$ cat config.mk
export PLATFORM = sky130hd
export DESIGN_NAME = sc2a_xlate
export DESIGN_NICKNAME = d
export VERILOG_FILES = /design/src/scancode_to_ascii_fifo_assert.svh /design/src/sc2a_xlate.sv
export SDC_FILE = /design/constraint.sdc
export NUM_CORES = 1
export LEC_CHECK = 0
export BUFFER_PORTS_ARGS = -buffer_cell sky130_fd_sc_hd__buf_2
export CAP_MARGIN = 0
export CORE_AREA = 5 5 42 44
export DETAILED_ROUTE_END_ITERATION = 6
export DIE_AREA = 0 0 47 49
export PLACE_DENSITY = 0.77
export REMOVE_ABC_BUFFERS = 1
export SLEW_MARGIN = 20
export SYNTH_ARGS = -nofsm -noshare
export SYNTH_HDL_FRONTEND = slang
export SYNTH_SLANG_ARGS = --single-unit
$ cat constraint.sdc
create_clock -name vclk -period 1.9
set_input_delay 0.285 -clock vclk [all_inputs]
set_output_delay 0.285 -clock vclk [all_outputs]
set_load 0.01 [all_outputs]
$ cat src/scancode_to_ascii_fifo_assert.svh
// ----------------------------------------------------------------------------
// Assertion macros for the scancode FIFO
// Clocked implication checks, disabled during reset.
// ----------------------------------------------------------------------------
`ifndef SCANCODE_TO_ASCII_FIFO_ASSERT_SVH
`define SCANCODE_TO_ASCII_FIFO_ASSERT_SVH

// same-cycle implication
`define SC2A_ASSERT_NOW(lbl, ck, rn, ante, cons, msg) \
	lbl: assert property (@(posedge ck) disable iff (!(rn)) (ante) |-> (cons)) \
		else $error(msg);

// next-cycle implication
`define SC2A_ASSERT_NEXT(lbl, ck, rn, ante, cons, msg) \
	lbl: assert property (@(posedge ck) disable iff (!(rn)) (ante) |=> (cons)) \
		else $error(msg);

`endif

$ cat src/sc2a_xlate.sv
// ----------------------------------------------------------------------------
// sc2a_xlate
// Set-1 make code to ASCII; unknown codes map to '?'.
// ----------------------------------------------------------------------------
`default_nettype none

module sc2a_xlate (
	input  wire logic [6:0] scancode,
	output logic      [7:0] ascii
);
	logic [6:0] code;

	assign code = scancode;

	always_comb begin
		unique case (code)
			7'h02: ascii = "1";
			7'h03: ascii = "2";
			7'h04: ascii = "3";
			7'h05: ascii = "4";
			7'h06: ascii = "5";
			7'h07: ascii = "6";
			7'h08: ascii = "7";
			7'h09: ascii = "8";
			7'h0a: ascii = "9";
			7'h0b: ascii = "0";
			7'h10: ascii = "q";
			7'h11: ascii = "w";
			7'h12: ascii = "e";
			7'h13: ascii = "r";
			7'h14: ascii = "t";
			7'h15: ascii = "y";
			7'h16: ascii = "u";
			7'h17: ascii = "i";
			7'h18: ascii = "o";
			7'h19: ascii = "p";
			7'h1e: ascii = "a";
			7'h1f: ascii = "s";
			7'h20: ascii = "d";
			7'h21: ascii = "f";
			7'h22: ascii = "g";
			7'h23: ascii = "h";
			7'h24: ascii = "j";
			7'h25: ascii = "k";
			7'h26: ascii = "l";
			7'h2c: ascii = "z";
			7'h2d: ascii = "x";
			7'h2e: ascii = "c";
			7'h2f: ascii = "v";
			7'h30: ascii = "b";
			7'h31: ascii = "n";
			7'h32: ascii = "m";
			7'h39: ascii = " ";
			7'h1c: ascii = 8'h0a;
			default: ascii = "?";
		endcase
	end

endmodule

`default_nettype wire

==> results of run 1 <==
==> path summary, 6_finish.rpt <==
kind,startpoint,to,slack (ns),cells after the start
worst max-delay path,scancode[0],ascii[1],-0.09,8
worst min-delay path,scancode[6],ascii[5],0.94,3
==> stage by stage <==
step / TNS [ns] / cells / setup WS, ns / hold WS, ns
6_report: -0.114 / 139 / -0.0877 / 0.945
3_3_place_gp: -0.387 / 136 / -0.165 / 0.917
2_1_floorplan: 0 / 87 / 0.109 / 0.660
3_5_place_dp: -0.542 / 136 / -0.194 / 0.925
5_1_grt: -0.324 / 139 / -0.112 / 0.950
4_1_cts: 0 / 136 / 0.00542 / 0.924
==> cell usage in the layout (no fill, tap or decap), types with 2 or more instances in the layout <==
cell type	netlist	routed
sky130_fd_sc_hd__a32oi_1	2	2
sky130_fd_sc_hd__nand2_1	8	8
sky130_fd_sc_hd__ha_1	11	4
sky130_fd_sc_hd__nor2_4	1	3
sky130_fd_sc_hd__nor3_1	3	3
sky130_fd_sc_hd__inv_8	0	2
sky130_fd_sc_hd__or3_1	2	2
sky130_fd_sc_hd__a21oi_1	8	8
sky130_fd_sc_hd__nor2_1	9	8
sky130_fd_sc_hd__a211oi_1	2	2
sky130_fd_sc_hd__mux2i_1	6	6
sky130_fd_sc_hd__inv_1	5	3
sky130_fd_sc_hd__mux4_2	3	3
sky130_fd_sc_hd__a21boi_0	2	2
sky130_fd_sc_hd__buf_8	1	2
sky130_fd_sc_hd__buf_2	3	11
sky130_fd_sc_hd__ha_4	0	7
sky130_fd_sc_hd__buf_4	2	21
sky130_fd_sc_hd__buf_12	0	2
sky130_fd_sc_hd__o21ai_0	6	5
sky130_fd_sc_hd__o31a_1	2	2
==> power groups by stage <==
| stage | Clock (µW) | Combinational (µW) | Sequential, µW |
|---|---|---|---|
| 2_1_floorplan | 0 | 101 | 0 |
| 3_3_place_gp | 0 | 192 | 0 |
| 3_5_place_dp | 0 | 196 | 0 |
| 4_1_cts | 0 | 220 | 0 |
| 5_1_grt | 0 | 279 | 0 |
| 6_report | 0 | 262 | 0 |
==> what timing repair did <==
action,CTS,global route
pin swaps,7,8
setup endpoints to repair,6,6
setup buffers,0,3
gates resized for setup,25,14
==> area by class of cell <==
type	count	area share
Inverter	5	0.0306
Multi-Input combinational cell	82	0.695
Timing Repair Buffer	36	0.256
Tap cell	16	0.0181
==> per-layer routing <==
layer	part of all wire	global-route usage	wire, µm
met3	0.075	0.00738	218
met2	0.50	0.387	1440
met1	0.38	0.256	1110
met4	0.041	0.0230	117
met5	0	0	0
==> kinds of logic after synthesis <==
family | count (synthesis) | share of synthesized area
compound gates | 28 | 0.263
fa+ha+maj | 11 | 0.187
buf+inv | 15 | 0.127
mux | 10 | 0.188
other cells | 1 | 0.00509
simple gates | 32 | 0.229
==> flow_results.org, run 1 <==
** STA
- Maximum clock frequency :: 0.503 GHz
- Fin worst setup slack :: -0.0877 ns
- The smallest clock period supported by the final layout is computed as 1.99 ns.
- Setup violations remaining at the end of the flow were counted as 3.
- Dividing the final minimum period by the clock period gives 1.05.
- Number of endpoints with negative hold slack in the final report :: 0
- Setup repair after global routing could not meet its margin everywhere.
- The max-slew violation count is 0.

** Worst setup path
- Critical Path Source Type :: input pin
- Among all stages on the critical path, the largest delay is contributed by sky130_fd_sc_hd__or3_1.
- Data on the critical path arrives at its endpoint at 1.70 ns.
- Grouping stages by cell kind, the critical path spends the most delay in simple AND/OR/NAND/NOR gates.
- STA classifies the critical path endpoint as an output port.
- Cells traversed along the worst timing path :: buf_12, inv_8, ha_4, nor2_4, a211oi_1, o31a_1, or3_1, buf_2
- Data required time at the worst endpoint :: 1.62 ns
- The critical path contains buffers and inverters numbering 3 combined.
- Critical path type :: in -> out
- Largest fanout on the critical path :: 5
- Crit path largest cell delay :: 0.37 ns

** Layout
- Inserted Diodes :: 0
- In the final layout, the share of cells above drive strength 1 is 0.472.
- There are 0 flip-flops and latches.
- Area taken by multi-input logic gates :: 767 µm²
- At the end of the flow the core is filled with cells to 0.788.
- Area added between synthesis and finish :: 49.7%
- The layout has 0 clock buffers.
- Counting the fill cells in the layout gives 82.
- Layout Nets :: 143
- The sequential cells in the finished layout cover a total of 0 µm².
- Finished Cell Area :: 1100 µm²

** GRT
- The first global-routing pass estimated 3.71 mm of wire.
- The initial antenna violation count was 0.
- Remaining global-route overflow :: 0
- Pin count of the biggest net entering global routing :: 16
- For this run, the total global-route usage over all layers was measured as 0.207.
- Number of global-route vias before repair :: 805

** Pwr
- For this design the ratio of total power to cell area is 238 nW/µm².
- Summed over all cells, the static leakage comes to 0.000466 µW.
- Switching Fraction :: 0.519
- The share of total power dissipated in combinational logic is 1.000.
- Part of the power in registers :: 0
- Fraction of power consumed by the clock network :: 0
- Sw power :: 136 µW
- Peak supply drop :: 166 µV
- The design draws 262 µW.
- Internal power comes to 126 µW.

** Synth
- By area the synthesized netlist is led by sky130_fd_sc_hd__ha_1, sky130_fd_sc_hd__mux4_2, sky130_fd_sc_hd__mux2i_1.
- Share of the synthesized area in the top cell type :: 0.187
- By instance count, the leading cell after synthesis is sky130_fd_sc_hd__ha_1.
- Syn avg cell area :: 7.60 µm²
- Synth warnings :: 0
- Top cell types by occurrence after synthesis :: sky130_fd_sc_hd__ha_1, sky130_fd_sc_hd__nor2_1, sky130_fd_sc_hd__a21oi_1, sky130_fd_sc_hd__nand2_1
- In this run the cell area of the synthesized design comes to 737 µm².
- Seq/Total Area, Yosys :: 0
- Distinct cell type count after synthesis :: 35
- Count of mapped cells out of synthesis :: 97
- Post-synth top area cell :: sky130_fd_sc_hd__ha_1

** Job
- Across the run, the number of max-cap violations was 0.

** Placed design
- Standard cell area after detailed placement :: 907 µm²
- DPL Wire Length :: 1.56 mm
- During placement, the flow inserted port buffers numbering 14.
- Last weighted congestion value of the routability-driven placer :: 0.864

** Status
- Result of the run :: finished, violations left
- Failing checks :: setup timing

** Die
- Floorplan die height :: 49 µm
- Site row count :: 14
- The core region is 1400 µm².
- 15 I/O pins were placed.
- Die outline area :: 2300 µm²
- Starting density of the core :: 0.526
- From left edge to right edge, the die measures 47 µm.

** Routing
- Summed over all layers, the routed wires come to 2.89 mm.
- First-iteration detailed-routing DRC count :: 72
- After detailed routing, the average wire length per cell comes to 20.8 µm.
- DRC violations left :: 0
- Via density :: 6.65
- Number of nets with antenna violations after routing :: 0
- Total vias in the final route :: 925
- Drt pass-1 iters :: 4

** Clock network
- Number of buffers added to fix hold violations after cts :: 0

** Min path
- The path class of the tightest hold or removal check is in -> out.
No activity file was read; power rests on OpenSTA's default activity.
==> inputs of run 2 (changes only) <==
- ABC_AREA: not set -> 1
- CORE_AREA: 5 5 42 44 -> 2 2 39 41
- DIE_AREA: 0 0 47 49 -> 0 0 41 43
- PLACE_DENSITY: 0.77 -> 0.75
==> run 2 against run 1 <==
Net effect: the run now ends clean; power decreased by 32%; global-route usage increased by 3.0 points; combinational power decreased by 32%; count of clock-buffer cells in the layout unchanged; highest routed layer unchanged; sequential cell count unchanged; final cell count increased by 18%; critical endpoint is now ascii[2].
==> flow_results.org, run 2 <==
** Routing
- DRC violations left :: 0 (unchanged)
- The remaining number of nets flagged by the antenna check after routing is 0 (unchanged).
- The routed length per placed instance was 11.5 µm (-45%).
- Total vias in the final route :: 888 (-4.0%)
- First-iteration detailed-routing DRC count :: 20 (-72%)
- The detail-routed via count per cell came to 5.41 (-19%).
- Drt pass-1 iters :: 7 (+3)
- Final WL :: 1.88 mm (-35%)

** Synth
- The average footprint of a synthesized cell came to 5.23 µm² (-31%).
- The yosys synthesis warning count came to 0 (unchanged).
- Share of the synthesized area in the top cell type :: 0.238 (+0.0509)
- The synthesized netlist cell count was 136 (+40%).
- The post-synthesis adder-cell area fraction is 0.194 (+0.00690).
- The post-synthesis instance area was 711 µm² (-3.6%).
- Yosys instantiated no cell more often than sky130_fd_sc_hd__nand2_1.
- Top cells by area in the synthesized netlist :: sky130_fd_sc_hd__nand2_1, sky130_fd_sc_hd__nand3_1, sky130_fd_sc_hd__ha_1
- In the synthesized netlist, the cells that appear most often are sky130_fd_sc_hd__nand2_1, sky130_fd_sc_hd__nand3_1, sky130_fd_sc_hd__inv_1.
- Complex-gate fraction of the synthesized area :: 0.120 (-0.143)
- Synth Area in XOR/XNOR :: 0 (unchanged)
- Distinct cell type count after synthesis :: 21 (-40%)
- Seq/Total Area, Yosys :: 0 (unchanged)
- Main combinational cell family by area after synthesis :: simple AND/OR/NAND/NOR gates
- Multiplexer share of the synthesized area :: 0 (-0.188)
- The area share of and/or/nand/nor cells after synthesis came to 0.525 (+0.295).
- Post-synth top area cell :: sky130_fd_sc_hd__nand2_1

** Min path
- The worst hold path terminates at ascii[5].
- Min-delay src :: scancode[6]
- Cell count of the worst hold path :: 4 (+1)
- Worst hold path type :: in -> out

** Worst setup path
- Critical path type :: in -> out
- The largest fanout of any net on the critical path was 5 (unchanged).
- Data required time at the worst endpoint :: 1.62 ns (about the same)
- The endpoint arrival time on the critical path came to 1.50 ns (-0.20 ns).
- In this run the worst setup path begins at scancode[1].
- Critical Path End Type :: output port
- Critical Path Source Type :: input pin

** GRT
- The pin count of the biggest net entering global routing came to 17 (+1).
- The initial antenna violation count came to 0 (unchanged).
- The overall fraction of global-route tracks in use is 0.237 (+0.0296).
- Number of global-route vias before repair :: 743 (-7.7%)
- First-pass GRT wire length :: 3.04 mm (-18%)
- The total grt overflow came to 0 (unchanged).

** Layout
- The number of nets in the finished design came to 168 (+17%).
- Relative to the synthesized area, the layout overhead comes to 11.3%.
- Fraction of final layout cells sized beyond drive strength 1 :: 0.189 (-0.282)
- The footprint of the flip-flops and latches came to 0 µm² (unchanged).
- Most common cell after layout, fill and taps aside :: sky130_fd_sc_hd__nand2_1
- In the layout the commonest cells are sky130_fd_sc_hd__nand2_1, sky130_fd_sc_hd__nand3_1, sky130_fd_sc_hd__buf_2.
- The sequential cell count came to 0 (unchanged).
- Clock Buffer Count :: 0 (unchanged)
- The total non-filler cell area in the finished layout came to 791 µm² (-28%).
- The total inserted antenna cells is 0 (unchanged).

** Placed design
- DPL Wire Length :: 1.50 mm (-3.5%)
- # port buffers :: 14 (unchanged)
- Last weighted congestion value of the routability-driven placer :: 0.960 (+11%)
- The worst slack after detailed placement was 0.0453 ns (+0.240 ns).
- Standard cell area after detailed placement :: 768 µm² (-15%)

** Pwr
- The power density over the cells is 226 nW/µm² (-4.9%).
- The total power is 179 µW (-32%).
- Peak supply drop :: 98.1 µV (-41%)
- Leakage power of the design :: 0.000433 µW (-7.0%)

** STA
- Clock period minus final worst setup slack :: 1.79 ns (-0.202 ns)
- Number of endpoints with negative hold slack in the final report :: 0 (unchanged)
- The maximum operating frequency was 0.560 GHz (+11%).
- Final Cycle Share :: 0.940 (-0.106)
- The worst hold slack across all endpoints came to 0.907 ns (-0.0374 ns).
- The setup-violating endpoint count in the final report was 0 (-3).
- Max-slew violation count :: 0 (unchanged)
- Setup repair after global routing could not meet its margin everywhere.
- Fin worst setup slack :: 0.114 ns (+0.202 ns)

** Status
- The run finished with clean final reports.

** Job
- The max-cap check violation count came to 0 (unchanged).

** Die
- Core Area :: 1380 µm² (-1.2%)
- The width of the die was 41 µm (-13%).
- The effective utilization at floorplan came to 0.514 (-0.0123).
- The number of placement rows is 14 (unchanged).
- Floorplan die height :: 43 µm (-12%)
- Die outline area :: 1760 µm² (-23%)
- The number of placed I/O pins is 15 (unchanged).

** Clock network
- The number of hold-repair buffers added at the cts stage is 0 (unchanged).
-- run 2: kinds of logic after synthesis --
kind of cell             after synthesis
other                                  1
buffers and inverters                 22
adder cells (fa/ha/maj)               11
AO/OA/AOI/OAI                         15
AND/OR/NAND/NOR                       87
-- run 2: cell type report --
| type | instances | area [µm²] |
|---|---|---|
| multi-input combinational | 114 | 603 |
| fill | 150 | 593 |
| timing repair buffer | 19 | 108 |
| inverter | 15 | 60.1 |
| tap | 16 | 20.0 |
-- run 2: repair_timing --
action / 4_1_cts / 5_1_grt
endpoints found under the setup margin: 0 / 5
gates resized for setup: 0 / 3
buffers inserted: 0 / 2
-- run 2: how the worst max path moves through the flow --
stage,endpoint,slack [ns],depth (start not counted)
2_1_floorplan,ascii[0],0.44,7
3_3_place_gp,ascii[0],0.12,9
3_5_place_dp,ascii[0],0.05,9
4_1_cts,ascii[0],0.05,9
5_1_grt,ascii[1],-0.003,10
6_report,ascii[2],0.11,11
-- run 2: critical path, stage by stage --
cell and delay, ns:
sky130_fd_sc_hd__buf_2 0.15, sky130_fd_sc_hd__clkinvlp_4 0.14, sky130_fd_sc_hd__buf_4 0.16, sky130_fd_sc_hd__ha_1 0.18, sky130_fd_sc_hd__inv_1 0.07, sky130_fd_sc_hd__nand2_1 0.05, sky130_fd_sc_hd__nand3_1 0.08, sky130_fd_sc_hd__nand3_1 0.09
sky130_fd_sc_hd__nand2_1 0.08, sky130_fd_sc_hd__nand3_1 0.07, sky130_fd_sc_hd__buf_2 0.14
-- run 2: layer usage --
| metal | part of all wire | vias up | GRT usage |
|---|---|---|---|
| li1 | - | 462 | - |
| met1 | 0.43 | 376 | 0.310 |
| met2 | 0.47 | 41 | 0.400 |
| met3 | 0.074 | 9 | 0.0105 |
| met4 | 0.030 | 0 | 0.0600 |
| met5 | 0 | - | 0 |
-- run 2: stage by stage --
stage                      util  instances  setup TNS (ns)
final                     0.571        164               0
after global routing      0.571        164        -0.00266
after detailed placement  0.555        162               0
after floorplan               -        129               0
after global placement    0.555        162               0
after CTS                 0.555        162               0
-- run 2: report_power, final --
part           internal [µW]  switching, µW
Combinational           65.8            113
Clock                      0              0
Sequential                 0              0
==> inputs of run 3 (changes only) <==
- MAX_ROUTING_LAYER: not set -> met4
==> run 3 against run 2 <==
Net effect: combinational power barely moved; maximum frequency about the same; routed wire length unchanged; via count grew 0.11%; setup slack about the same; power about the same; non-clock buffer count stayed put; final cell count did not move; global-route usage is 0.58 points higher; first-iteration DRC count is the same; critical path type unchanged; highest routed layer unchanged.
==> flow_results.org, run 3 (synthesis gave the netlist of run 2 again) <==
** Routing
- DRC violations left :: 0 (unchanged)
- Number of nets with antenna violations after routing :: 0 (unchanged)
- The total via count in the routed design came to 889 (+0.11%).
- Via density :: 5.42 (+0.11%)
- The violation count after the first detailed-route iteration came to 20 (unchanged).
- Drt pass-1 iters :: 7 (unchanged)
- The routed length per placed instance came to 11.5 µm (unchanged).
- Final WL :: 1.88 mm (unchanged)

** Clock network
- Number of buffers added to fix hold violations after cts :: 0 (unchanged)

** STA
- The least setup slack across all paths after layout was 0.114 ns (-0.0000230 ns).
- The maximum operating frequency came to 0.560 GHz (about the same).
- Total negative slack :: 0 ns (unchanged)
- The post-route fraction of the period consumed by the critical path was 0.940 (about the same).
- The max-slew violation count is 0 (unchanged).
- The setup-violating endpoint count in the final report came to 0 (unchanged).
- RSZ-0062 raised after global routing :: yes
- Number of endpoints with negative hold slack in the final report :: 0 (unchanged)
- The time the worst path needs with I/O delays and setup came to 1.79 ns (+0.0000230 ns).

** Layout
- The footprint of the flip-flops and latches came to 0 µm² (unchanged).
- The combined area of the multi-input logic cells is 603 µm² (unchanged).
- Total number of sequential cells :: 0 (unchanged)
- The clock buffer instance count of the final layout came to 0 (unchanged).
- Leaving out fill and tap cells, the most frequent cells in the layout are sky130_fd_sc_hd__nand2_1, sky130_fd_sc_hd__nand3_1, sky130_fd_sc_hd__buf_2.
- Fraction of final layout cells sized beyond drive strength 1 :: 0.189 (unchanged)
- Layout Nets :: 168 (unchanged)
- The synthesis-to-layout area growth was 11.3% (unchanged).
- Fillers :: 150 (unchanged)
- Most common cell after layout, fill and taps aside :: sky130_fd_sc_hd__nand2_1
- Inserted Diodes :: 0 (unchanged)

** Die
- Starting density of the core :: 0.514 (unchanged)
- The floorplan core area is 1380 µm² (unchanged).
- Total I/O pin count :: 15 (unchanged)
- The number of placement rows was 14 (unchanged).
- The total die area was 1760 µm² (unchanged).
- The width of the die was 41 µm (unchanged).
- The chip height is 43 µm (unchanged).

** Placed design
- Last weighted congestion value of the routability-driven placer :: 0.978 (+1.8%)
- The worst slack after detailed placement came to 0.0453 ns (unchanged).
- The quantity of I/O buffers inserted on ports is 14 (unchanged).
- DPL Wire Length :: 1.50 mm (unchanged)

** Worst setup path
- On the critical path the largest part of the delay comes from buffers and inverters.
- Max stage delay cell, worst path :: sky130_fd_sc_hd__ha_1
- Most frequent CP cell :: sky130_fd_sc_hd__nand3_1
- STA classifies the critical path endpoint as an output port.
- Critical Path Source Type :: input pin
- Largest fanout on the critical path :: 5 (unchanged)
- Worst path bufs/invs :: 5 (unchanged)
- The data required time of the critical path was 1.62 ns (about the same).
- Data arrival time of the critical path :: 1.50 ns (about the same)
- The setup path with the least slack is of type in -> out.
- Cells traversed along the worst timing path :: buf_2, clkinvlp_4, buf_4, ha_1, inv_1, nand2_1, nand3_1, nand3_1, nand2_1, nand3_1, buf_2
- Crit path largest cell delay :: 0.18 ns (about the same)

** Status
- Result of the run :: finished, final reports clean

** Job
- The max-cap check violation count was 0 (unchanged).

** GRT
- Remaining global-route overflow :: 0 (unchanged)
- Number of antenna violations at the first check in global routing :: 0 (unchanged)
- The pin count of the biggest net entering global routing came to 17 (unchanged).
- The wire length of the first global-routing pass is 3.04 mm (unchanged).
- The number of global-route vias before repair was 744 (+0.13%).
- The overall fraction of global-route tracks in use is 0.243 (+0.00582).

** Pwr
- Sw power :: 113 µW (about the same)
- The cell leakage power is 0.000433 µW (unchanged).
- The power share of the clock group was 0 (unchanged).
- The portion of total power attributed to combinational logic is 1.000 (about the same).
- Switching Fraction :: 0.632 (about the same)
- Part of the power in registers :: 0 (unchanged)
- Total power divided by cell area :: 226 nW/µm² (about the same)
- The internal power summed over all cells came to 65.8 µW (about the same).
- The highest ir drop seen on vdd came to 98.2 µV (about the same).

** Min path
- Worst hold path type :: in -> out
## run 3: path summary, 6_finish.rpt
| check | from | endpoint | slack, ns | cells after the start |
|---|---|---|---|---|
| worst max-delay path | scancode[1] | ascii[2] | 0.11 | 11 |
| worst min-delay path | scancode[6] | ascii[5] | 0.91 | 4 |
## run 3: stage by stage
stage | power [µW] | instance area [µm²] | hold WS, ns | utilization | std cells
2_1_floorplan | 107 | 656 | 0.686 | - | 129
3_3_place_gp | 169 | 768 | 0.894 | 0.555 | 162
3_5_place_dp | 170 | 768 | 0.901 | 0.555 | 162
4_1_cts | 171 | 768 | 0.901 | 0.555 | 162
5_1_grt | 203 | 791 | 0.926 | 0.571 | 164
6_report | 179 | 791 | 0.907 | 0.571 | 164
## run 3: area by class of cell
cell class                      count  area share
Tap cell                           16      0.0253
Inverter                           15      0.0759
Multi-Input combinational cell    114       0.763
Timing Repair Buffer               19       0.136
## run 3: timing repair
action                                  in CTS  in global routing
gates resized for setup                      0                  3
buffers inserted                             0                  2
endpoints found under the setup margin       0                  5
## run 3: metal layers
layer  up-vias  part of all wire  GRT usage
met5         -                 0          -
met4         0             0.029     0.0600
met3        10             0.075     0.0105
met2        41              0.47      0.400
met1       376              0.43      0.310
li1        462                 -          -
## run 3: tightest hold or removal path, cell delays in order
cell                      delay (ns)
sky130_fd_sc_hd__buf_2          0.10
sky130_fd_sc_hd__nor2_1         0.06
sky130_fd_sc_hd__nand2_1        0.06
sky130_fd_sc_hd__buf_2          0.12
## run 3: power groups by stage
stage	combinational [µW]	clock (µW)	sequential (µW)
after floorplan	107	0	0
after global placement	169	0	0
after detailed placement	170	0	0
after CTS	171	0	0
after global routing	203	0	0
final	179	0	0
